File: config.mk
export PLATFORM = sky130hd
export DESIGN_NAME = button_mouse_delta_generator_top_flat
export DESIGN_NICKNAME = d
export VERILOG_FILES = /design/src/design/bmd_pkg.sv /design/src/design/bmd_if.sv /design/src/design/button_mouse_delta_generator_top.sv /design/src/flat_wrapper.sv
export SDC_FILE = /design/constraint.sdc
export NUM_CORES = 1
export LEC_CHECK = 0
export ABC_AREA = 1
export BUFFER_PORTS_ARGS = -buffer_cell sky130_fd_sc_hd__clkbuf_2
export CORE_MARGIN = 10
export CORE_UTILIZATION = 55
export DETAILED_ROUTE_END_ITERATION = 16
export PLACE_DENSITY = 0.75
export SYNTH_ARGS = -nofsm -noshare
export SYNTH_HDL_FRONTEND = slang
export SYNTH_SLANG_ARGS = --single-unit
File: constraint.sdc
create_clock -name i_clk -period 3.5 [get_ports i_clk]
set_input_delay 0.7 -clock i_clk [delete_from_list [all_inputs] [get_ports i_clk]]
set_output_delay 0.7 -clock i_clk [all_outputs]
set_load 0.01 [all_outputs]
File: src/design/bmd_pkg.sv
// bmd_pkg: shared types, constants and circle tables of the button mouse delta generator
// no dependencies; imported by the channel interfaces and the top level
package bmd_pkg;

    localparam int unsigned CIRCLE_PERIOD_MS = 6283;
    localparam int unsigned HOLD_TIMER_MAX   = 2047;
    localparam int unsigned PHASE_W          = 13;
    localparam int unsigned TIMER_W          = 11;
    localparam int unsigned DEB_W            = 8;
    localparam int unsigned DELTA_W          = 4;
    localparam int unsigned CFG_IDX_W        = 2;
    localparam int unsigned CFG_DATA_W       = 11;
    localparam int unsigned NUM_DIR          = 4;
    localparam int unsigned NUM_SEG          = 11;

    localparam logic [DEB_W-1:0]   DEBOUNCE_RESET = 8'd30;
    localparam logic [TIMER_W-1:0] LEVEL2_RESET   = 11'd500;
    localparam logic [TIMER_W-1:0] LEVEL3_RESET   = 11'd1000;
    localparam logic [TIMER_W-1:0] LEVEL4_RESET   = 11'd1500;

    typedef enum logic [1:0] {
        DB_IDLE    = 2'd0,
        DB_CONFIRM = 2'd1,
        DB_WAIT    = 2'd2,
        DB_QUIET   = 2'd3
    } t_db_phase;

    typedef enum logic [CFG_IDX_W-1:0] {
        CFG_DEBOUNCE = 2'd0,
        CFG_LEVEL2   = 2'd1,
        CFG_LEVEL3   = 2'd2,
        CFG_LEVEL4   = 2'd3
    } t_cfg_idx;

    typedef logic signed [DELTA_W-1:0] t_delta;

    typedef struct packed {
        logic up_level;
        logic down_level;
        logic left_level;
        logic right_level;
        logic mode_level;
    } t_in_beat;

    typedef logic [PHASE_W-1:0] t_bound_arr [NUM_SEG];
    typedef t_delta             t_val_arr   [NUM_SEG];

    localparam t_bound_arr COS_BOUND = '{13'd841, 13'd1230, 13'd1910, 13'd2300, 13'd3982,
        13'd4372, 13'd5052, 13'd5442, 13'd7124, 13'd7514, 13'd8191};
    localparam t_val_arr COS_VAL = '{4'sd2, 4'sd1, 4'sd0, -4'sd1, -4'sd2, -4'sd1, 4'sd0,
        4'sd1, 4'sd2, 4'sd1, 4'sd0};
    localparam t_bound_arr SIN_BOUND = '{13'd339, 13'd729, 13'd2411, 13'd2801, 13'd3481,
        13'd3871, 13'd5553, 13'd5943, 13'd6623, 13'd7012, 13'd8191};
    localparam t_val_arr SIN_VAL = '{4'sd0, 4'sd1, 4'sd2, 4'sd1, 4'sd0, -4'sd1, -4'sd2,
        -4'sd1, 4'sd0, 4'sd1, 4'sd2};

    // piecewise constant lookup, first segment whose bound is not below t
    function automatic t_delta seg_lookup(input t_bound_arr bound, input t_val_arr val,
                                          input logic [PHASE_W-1:0] t);
        t_delta res;
        res = val[NUM_SEG-1];
        for (int i = NUM_SEG - 1; i >= 0; i--) begin
            if (t <= bound[i]) begin
                res = val[i];
            end
        end
        return res;
    endfunction

    function automatic t_delta circle_x(input logic [PHASE_W-1:0] t);
        t_delta res;
        if (t == '0) begin
            res = 4'sd3;
        end else begin
            res = seg_lookup(COS_BOUND, COS_VAL, t);
        end
        return res;
    endfunction

    function automatic t_delta circle_y(input logic [PHASE_W-1:0] t);
        return seg_lookup(SIN_BOUND, SIN_VAL, t);
    endfunction

endpackage

File: src/design/bmd_if.sv
// bmd_if: valid/ready channel interfaces for tick input, delta output and config writes
// depends on bmd_pkg
interface bmd_in_if
    import bmd_pkg::*;
    ();
    logic valid;
    logic ready;
    logic up_level;
    logic down_level;
    logic left_level;
    logic right_level;
    logic mode_level;

    modport source (output valid, up_level, down_level, left_level, right_level, mode_level,
                    input ready);
    modport sink   (input valid, up_level, down_level, left_level, right_level, mode_level,
                    output ready);
endinterface

interface bmd_out_if
    import bmd_pkg::*;
    ();
    logic   valid;
    logic   ready;
    t_delta move_x;
    t_delta move_y;
    logic   circle_mode;

    modport source (output valid, move_x, move_y, circle_mode, input ready);
    modport sink   (input valid, move_x, move_y, circle_mode, output ready);
endinterface

interface bmd_cfg_if
    import bmd_pkg::*;
    ();
    logic                  valid;
    logic                  ready;
    logic [CFG_IDX_W-1:0]  index;
    logic [CFG_DATA_W-1:0] data;

    modport source (output valid, index, data, input ready);
    modport sink   (input valid, index, data, output ready);
endinterface

File: src/design/button_mouse_delta_generator_top.sv
// button_mouse_delta_generator_top: mouse keys with hold acceleration and circle mode
// depends on bmd_pkg and the channel interfaces in bmd_if
//
// usage:
//   in_ch carries one beat per millisecond tick: five active-low button levels
//   (up, down, left, right, mode). out_ch returns one beat per tick with move_x,
//   move_y (signed deltas) and circle_mode. cfg_ch writes debounce_ticks (index 0)
//   and the three hold thresholds (indexes 1 to 3); it is always ready and must be
//   written only while the block is idle, which the block itself does not enforce.
//   a tick beat is registered in the input register on acceptance, and its result
//   is registered in the result register when that register is empty or out_ch
//   takes its beat; the state update between the two registers is combinational.
//   throughput: one tick per cycle while out_ch does not stall the result register.
//   reset: all state clears to button mode with zero deltas and released buttons,
//   config registers return to 30 / 500 / 1000 / 1500 ms, no beat is held.
//   stall: a waiting result holds in the output register while one more tick
//   waits in the input register; in_ch ready drops once both are full.
module button_mouse_delta_generator_top
    import bmd_pkg::*;
(
    input  logic       i_clk,
    input  logic       i_rst_n,
    bmd_in_if.sink     in_ch,
    bmd_out_if.source  out_ch,
    bmd_cfg_if.sink    cfg_ch
);

    logic [DEB_W-1:0]   r_debounce_ticks;
    logic [TIMER_W-1:0] r_level2, r_level3, r_level4;

    logic               r_in_valid;
    t_in_beat           r_in;
    logic               r_out_valid;
    t_delta             r_move_x, r_move_y;
    logic               r_circle;

    logic [NUM_DIR-1:0] r_held,  n_held;
    logic [TIMER_W-1:0] r_timer [NUM_DIR];
    logic [TIMER_W-1:0] n_timer [NUM_DIR];
    t_delta             r_dx, n_dx, r_dy, n_dy;
    logic               r_mode, n_mode;
    logic [PHASE_W-1:0] r_phase, n_phase;
    logic [DEB_W-1:0]   r_db_count, n_db_count;
    t_db_phase          r_db_phase, n_db_phase;

    logic               advance;
    logic [NUM_DIR-1:0] pressed;

    assign advance      = r_in_valid && (!r_out_valid || out_ch.ready);
    assign in_ch.ready  = !r_in_valid || advance;
    assign cfg_ch.ready = 1'b1;

    assign out_ch.valid       = r_out_valid;
    assign out_ch.move_x      = r_move_x;
    assign out_ch.move_y      = r_move_y;
    assign out_ch.circle_mode = r_circle;

    assign pressed = {!r_in.right_level, !r_in.left_level, !r_in.down_level, !r_in.up_level};

    // config registers
    always_ff @(posedge i_clk) begin
        if (!i_rst_n) begin
            r_debounce_ticks <= DEBOUNCE_RESET;
            r_level2         <= LEVEL2_RESET;
            r_level3         <= LEVEL3_RESET;
            r_level4         <= LEVEL4_RESET;
        end else if (cfg_ch.valid) begin
            unique case (t_cfg_idx'(cfg_ch.index))
                CFG_DEBOUNCE: r_debounce_ticks <= cfg_ch.data[DEB_W-1:0];
                CFG_LEVEL2:   r_level2 <= cfg_ch.data[TIMER_W-1:0];
                CFG_LEVEL3:   r_level3 <= cfg_ch.data[TIMER_W-1:0];
                CFG_LEVEL4:   r_level4 <= cfg_ch.data[TIMER_W-1:0];
                default:      r_level4 <= r_level4;
            endcase
        end
    end

    // input register
    always_ff @(posedge i_clk) begin
        if (!i_rst_n) begin
            r_in_valid <= 1'b0;
        end else if (in_ch.ready) begin
            r_in_valid <= in_ch.valid;
        end
    end

    always_ff @(posedge i_clk) begin
        if (in_ch.ready && in_ch.valid) begin
            r_in <= '{up_level: in_ch.up_level, down_level: in_ch.down_level,
                      left_level: in_ch.left_level, right_level: in_ch.right_level,
                      mode_level: in_ch.mode_level};
        end
    end

    // next state for one tick
    always_comb begin
        logic                run;
        logic [2:0]          lvl;
        t_delta              mag;
        t_delta              val;
        n_held     = r_held;
        n_timer    = r_timer;
        n_dx       = r_dx;
        n_dy       = r_dy;
        n_mode     = r_mode;
        n_db_count = r_db_count;
        n_db_phase = r_db_phase;
        run        = 1'b0;
        lvl        = 3'd1;
        mag        = '0;
        val        = '0;

        for (int i = 0; i < NUM_DIR; i++) begin
            if (r_held[i] && (r_timer[i] < TIMER_W'(HOLD_TIMER_MAX))) begin
                n_timer[i] = r_timer[i] + 1'b1;
            end
        end
        if ({1'b0, r_phase} + 1'b1 >= (PHASE_W+1)'(CIRCLE_PERIOD_MS)) begin
            n_phase = '0;
        end else begin
            n_phase = r_phase + 1'b1;
        end

        unique case (r_db_phase)
            DB_IDLE: begin
                if (!r_in.mode_level) begin
                    n_db_phase = DB_CONFIRM;
                    n_db_count = r_debounce_ticks;
                end else begin
                    run = 1'b1;
                end
            end
            DB_CONFIRM: begin
                if (r_db_count <= DEB_W'(1)) begin
                    n_db_count = '0;
                    if (!r_in.mode_level) begin
                        n_mode     = !r_mode;
                        n_dx       = '0;
                        n_dy       = '0;
                        n_phase    = '0;
                        n_db_phase = DB_WAIT;
                    end else begin
                        n_db_phase = DB_IDLE;
                        run        = 1'b1;
                    end
                end else begin
                    n_db_count = r_db_count - 1'b1;
                end
            end
            DB_WAIT: begin
                if (r_in.mode_level) begin
                    n_db_phase = DB_QUIET;
                    n_db_count = r_debounce_ticks;
                end
            end
            DB_QUIET: begin
                if (r_db_count <= DEB_W'(1)) begin
                    n_db_count = '0;
                    n_db_phase = DB_IDLE;
                    run        = 1'b1;
                end else begin
                    n_db_count = r_db_count - 1'b1;
                end
            end
            default: n_db_phase = DB_IDLE;
        endcase

        if (run) begin
            if (r_mode) begin
                n_dx = circle_x(n_phase);
                n_dy = circle_y(n_phase);
            end else begin
                // scan up, down, left, right; later buttons win on an axis
                for (int i = 0; i < NUM_DIR; i++) begin
                    if (n_timer[i] > r_level4) begin
                        lvl = 3'd4;
                    end else if (n_timer[i] > r_level3) begin
                        lvl = 3'd3;
                    end else if (n_timer[i] > r_level2) begin
                        lvl = 3'd2;
                    end else begin
                        lvl = 3'd1;
                    end
                    if (pressed[i] && !n_held[i]) begin
                        mag        = 4'sd1;
                        n_held[i]  = 1'b1;
                        n_timer[i] = '0;
                    end else if (pressed[i]) begin
                        mag = t_delta'({1'b0, lvl});
                    end else begin
                        mag = '0;
                    end
                    // up and left are negative
                    val = ((i % 2) == 0) ? -mag : mag;
                    if (pressed[i] || n_held[i]) begin
                        if (i < 2) begin
                            n_dy = val;
                        end else begin
                            n_dx = val;
                        end
                    end
                    if (!pressed[i]) begin
                        n_held[i] = 1'b0;
                    end
                end
            end
        end
    end

    // state and result register
    always_ff @(posedge i_clk) begin
        if (!i_rst_n) begin
            r_held      <= '0;
            r_timer     <= '{default: '0};
            r_dx        <= '0;
            r_dy        <= '0;
            r_mode      <= 1'b0;
            r_phase     <= '0;
            r_db_count  <= '0;
            r_db_phase  <= DB_IDLE;
            r_out_valid <= 1'b0;
        end else begin
            if (advance) begin
                r_held      <= n_held;
                r_timer     <= n_timer;
                r_dx        <= n_dx;
                r_dy        <= n_dy;
                r_mode      <= n_mode;
                r_phase     <= n_phase;
                r_db_count  <= n_db_count;
                r_db_phase  <= n_db_phase;
                r_out_valid <= 1'b1;
            end else if (out_ch.ready) begin
                r_out_valid <= 1'b0;
            end
        end
    end

    always_ff @(posedge i_clk) begin
        if (advance) begin
            r_move_x <= n_dx;
            r_move_y <= n_dy;
            r_circle <= n_mode;
        end
    end

endmodule

File: src/flat_wrapper.sv
// flat-port wrapper written by rule: the top's interface ports become plain ports
module button_mouse_delta_generator_top_flat import bmd_pkg::*;
  (i_clk, i_rst_n, in_ch_valid, in_ch_up_level, in_ch_down_level, in_ch_left_level, in_ch_right_level, in_ch_mode_level, in_ch_ready, out_ch_valid, out_ch_move_x, out_ch_move_y, out_ch_circle_mode, out_ch_ready, cfg_ch_valid, cfg_ch_index, cfg_ch_data, cfg_ch_ready);
  bmd_in_if in_ch_i ();
  bmd_out_if out_ch_i ();
  bmd_cfg_if cfg_ch_i ();
  input  logic i_clk;
  input  logic i_rst_n;
  input wire logic [$bits(in_ch_i.valid)-1:0] in_ch_valid;
  input wire logic [$bits(in_ch_i.up_level)-1:0] in_ch_up_level;
  input wire logic [$bits(in_ch_i.down_level)-1:0] in_ch_down_level;
  input wire logic [$bits(in_ch_i.left_level)-1:0] in_ch_left_level;
  input wire logic [$bits(in_ch_i.right_level)-1:0] in_ch_right_level;
  input wire logic [$bits(in_ch_i.mode_level)-1:0] in_ch_mode_level;
  output wire logic [$bits(in_ch_i.ready)-1:0] in_ch_ready;
  output wire logic [$bits(out_ch_i.valid)-1:0] out_ch_valid;
  output wire logic [$bits(out_ch_i.move_x)-1:0] out_ch_move_x;
  output wire logic [$bits(out_ch_i.move_y)-1:0] out_ch_move_y;
  output wire logic [$bits(out_ch_i.circle_mode)-1:0] out_ch_circle_mode;
  input wire logic [$bits(out_ch_i.ready)-1:0] out_ch_ready;
  input wire logic [$bits(cfg_ch_i.valid)-1:0] cfg_ch_valid;
  input wire logic [$bits(cfg_ch_i.index)-1:0] cfg_ch_index;
  input wire logic [$bits(cfg_ch_i.data)-1:0] cfg_ch_data;
  output wire logic [$bits(cfg_ch_i.ready)-1:0] cfg_ch_ready;
  assign in_ch_i.valid = in_ch_valid;
  assign in_ch_i.up_level = in_ch_up_level;
  assign in_ch_i.down_level = in_ch_down_level;
  assign in_ch_i.left_level = in_ch_left_level;
  assign in_ch_i.right_level = in_ch_right_level;
  assign in_ch_i.mode_level = in_ch_mode_level;
  assign in_ch_ready = in_ch_i.ready;
  assign out_ch_valid = out_ch_i.valid;
  assign out_ch_move_x = out_ch_i.move_x;
  assign out_ch_move_y = out_ch_i.move_y;
  assign out_ch_circle_mode = out_ch_i.circle_mode;
  assign out_ch_i.ready = out_ch_ready;
  assign cfg_ch_i.valid = cfg_ch_valid;
  assign cfg_ch_i.index = cfg_ch_index;
  assign cfg_ch_i.data = cfg_ch_data;
  assign cfg_ch_ready = cfg_ch_i.ready;
  button_mouse_delta_generator_top u_core (.i_clk(i_clk), .i_rst_n(i_rst_n), .in_ch(in_ch_i), .out_ch(out_ch_i), .cfg_ch(cfg_ch_i));
endmodule
==> results.cfg <==
[status]
status = complete, no violations

[detailed_routing]
wirelength_um = 35600
first_pass_iters = 5
route.detailed.drc = 0
ant_nets = 0
drt-initial-drc-count = 935
viasPerCell = 5.77
post_drt_wl_per_cell_um = 17.9
vias = 11400

[clock_network]
cts_buffers = 17
insertion_delay_ps = 440
cts_buffer_depth = 2
cts_tree = yes
ctsHtreeMaxLevel = 4
cts_hold_buf = 0
path_clk_slew_ps = 60
cts.root.buffer_cell = clkbuf_16
clkSinkCount = 137

[floorplanning]
ios = 35
core_area_um2 = 19600
die_x_um = 162
start_util_pct = 56.4
die_area_um2 = 26200
rows = 51
fp.dieH_um = 162

[timing]
clock_skew_ps = 14.3
fin_crit_sh_pct = 97.9
setup_viol = 0
slew_headroom_pct = 47.7
fmax_ghz = 0.292
rsz0062_at_grt = yes
setup_ws_ps = 73.8
finalCriticalPeriod_ps = 3430
tightest_slew_ps = 783
hold_viol_final = 0
holdWs_ps = 448
drv_slew = 0

[placed_design]
gp_congestion = 0.994
placed_cell_area_um2 = 11800
dp_hpwl_um = 26600
dp_slack_ps = -11.0
portBuffers = 33

[setup_path]
endpoint = u_core.r_dy[0]$_SDFFE_PN0P_
critPathMaxFanout = 4
start_kind = flip-flop
reg2reg_from = u_core.r_timer[34]$_SDFFE_PN0P_
cp_top_family = simple AND/OR/NAND/NOR gates
worstSetupPathType = flip-flop to flip-flop
ff2ff_path_depth = 26
reg2reg_to = u_core.r_dy[0]$_SDFFE_PN0P_
critPathArrivalTime_ps = 3750
rrSetupSlack_ps = 70
path_buf_inv = 4
slowest_delay_ps = 330
worst-endpoint-required_ps = 3830
critPathSlowestCell = ha_1
cp.depth = 26
crit_start = u_core.r_timer[34]$_SDFFE_PN0P_
cp_common_cell = nand3_1
endpoint_kind = flip-flop

[yosys]
ys.flop_type = dfxtp_1
syn_area_per_cell_um2 = 6.86
postSynth.asyncResetShare_pct = 0
synth_area_leaders = dfxtp_1 22%, ha_1 16%, nand2_1 12%
synth.distinct_cells = 55
yosysWarnings = 0
synth_area_leader_cell = dfxtp_1
synth_top_cell_area_share_pct = 22.3
synth-seq-cells = 137
ys_seq_area_share_pct = 26.1
synth_edf_count = 14
syn_inst = 1609
synthesis.nets = 1772
syn-cell-area_um2 = 11000

[global_routing]
grt_pass1_vias = 10800
grt_antenna_before_repair = 0
overflow = 0
grt_use_total_pct = 26.3
grt_pass1_wl_um = 55500
grt_max_degree = 62

[pwr]
comb_power_share_pct = 18.2
intPower_mw = 2.93
power_switching_mw = 1.38
leakage_nw = 6.19
ir_worst_vdd_mv = 0.362
p_sw_share_pct = 32.1
clkPwrFrac_pct = 42.3
p_per_area_nw_per_um2 = 328
seqPwrFrac_pct = 39.5

[layout]
finalInstanceArea_um2 = 13100
antenna_cells = 0
mostFrequentLayoutCells = 320 x nand2_1, 169 x inv_1, 151 x a21oi_1, 140 x nor2_1, 129 x ha_1
final_common_cell = nand2_1
nets = 1868
drive_above_1_share_pct = 19.0
area_delta_synth_final_pct = 19.0

[run]
drv_cap = 0

[hold_path]
hp-class = primary input to flip-flop
final cells by class:
type                    count  area [µm²]
clock buffers              18         439
clock inverters            14         154
fillers                  1721        6450
inverters                 198         746
multi-input cells        1242        7820
flip-flops and latches    137        2910
well taps                 265         332
repair buffers            109         739
power groups by stage:
stage                     Combinational, mW  Sequential [mW]  Clock, mW
after detailed placement              0.727             1.74          0
after CTS                             0.733             1.70       1.84
after global placement                0.720             1.73          0
after floorplan                       0.475             1.73          0
after global routing                  0.867             1.71       1.91
final                                 0.785             1.70       1.82
how the worst min path moves through the flow:
stage	slack, ps	start	to	cells past startpoint
floorplan	430	u_core.r_debounce_ticks[1]$_SDFFE_PN1P_	u_core.r_debounce_ticks[1]$_SDFFE_PN1P_	2
global placement	450	u_core.r_timer[38]$_SDFFE_PN0P_	u_core.r_timer[38]$_SDFFE_PN0P_	2
detailed placement	460	u_core.r_timer[38]$_SDFFE_PN0P_	u_core.r_timer[38]$_SDFFE_PN0P_	2
CTS	440	in_ch_right_level	u_core.r_in[1]$_DFFE_PP_	1
global route	450	in_ch_left_level	u_core.r_in[2]$_DFFE_PP_	1
finish	450	in_ch_down_level	u_core.r_in[3]$_DFFE_PP_	1
Yosys cell counts (all sizes together) (5+ instances only):
library cell and count:
xnor2 15, inv 195, a21o 6, a21oi 160, edfxtp 14, nand4 40, ha 140, or2 5
nor4 5, nand2 356, o21ai 107, nand3 100, a22oi 20, a31oi 5, nor3 26, clkbuf 28
nor2 173, o31ai 5, o211ai 15, dfxtp 123, xor2 24, a21boi 11
cell families after synthesis:
| logic type | Yosys count | synth area share [%] |
|---|---|---|
| other | 1 | 0.0340 |
| AO/OA/AOI/OAI | 349 | 17.9 |
| XOR/XNOR | 39 | 3.09 |
| flip-flops | 137 | 26.1 |
| AND/OR/NAND/NOR | 713 | 29.0 |
| buffers and inverters | 230 | 7.96 |
| adder cells (fa/ha/maj) | 140 | 15.9 |
state kept, by name (all words and copies together) (netlist names), named ones only:
signal and count:
u_core.r_dy 4, u_core.r_dx 4, u_core.out_ch.valid 1, u_core.r_held 4
u_core.r_debounce_ticks 8, u_core.r_level3 11, u_core.out_ch.move_x 4, u_core.r_db_phase 1
u_core.r_timer 44, u_core.r_mode 1, u_core.r_phase 13, u_core.r_level2 11
u_core.r_in 5, u_core.r_db_count 8, u_core.r_level4 11, u_core.r_in_valid 1
u_core.out_ch.move_y 4, u_core.out_ch.circle_mode 1
repair_timing:
item	in CTS	in global routing
setup endpoints to repair	7	16
pin swaps	1	52
setup buffers	1	18
gates resized for setup	5	161
worst reg2reg max path, cell delays in order, from the launching register on:
cell,delay [ps]
dfxtp_2,320
nand2_2,60
inv_2,30
nand4_1,90
nor3b_2,70
a31oi_1,200
inv_1,120
nor2_4,170
nand4_1,160
nor2_2,210
nand3_2,140
nor2_4,120
xor2_2,100
ha_1,330
nand2_2,80
nor3_2,110
nand4_1,120
o21ai_2,220
nand3_1,110
nand3_1,90
nand3_1,70
nand2_1,60
o21ai_1,70
inv_1,70
nand3_1,80
nand2_1,100
inv_1,30
metrics by stage:
step	power (mW)	util [%]	setup TNS, ps	instances
floorplan	2.20	-	0	1609
global placement	2.45	60.4	0	1932
detailed placement	2.46	60.4	-21.1	1932
CTS	4.27	63.6	0	1965
global route	4.48	67.1	-1290	1983
finish	4.31	67.1	0	1983
routing by layer:
layer,GRT usage (%),share of wire [%],vias to the layer above
met3,3.79,6.3,106
met4,13.6,4.8,0
met2,45.8,49,433
met5,0,0,-
met1,30.8,40,5251
li1,-,-,5649
Note: power is estimated with default switching activity, not from simulation.
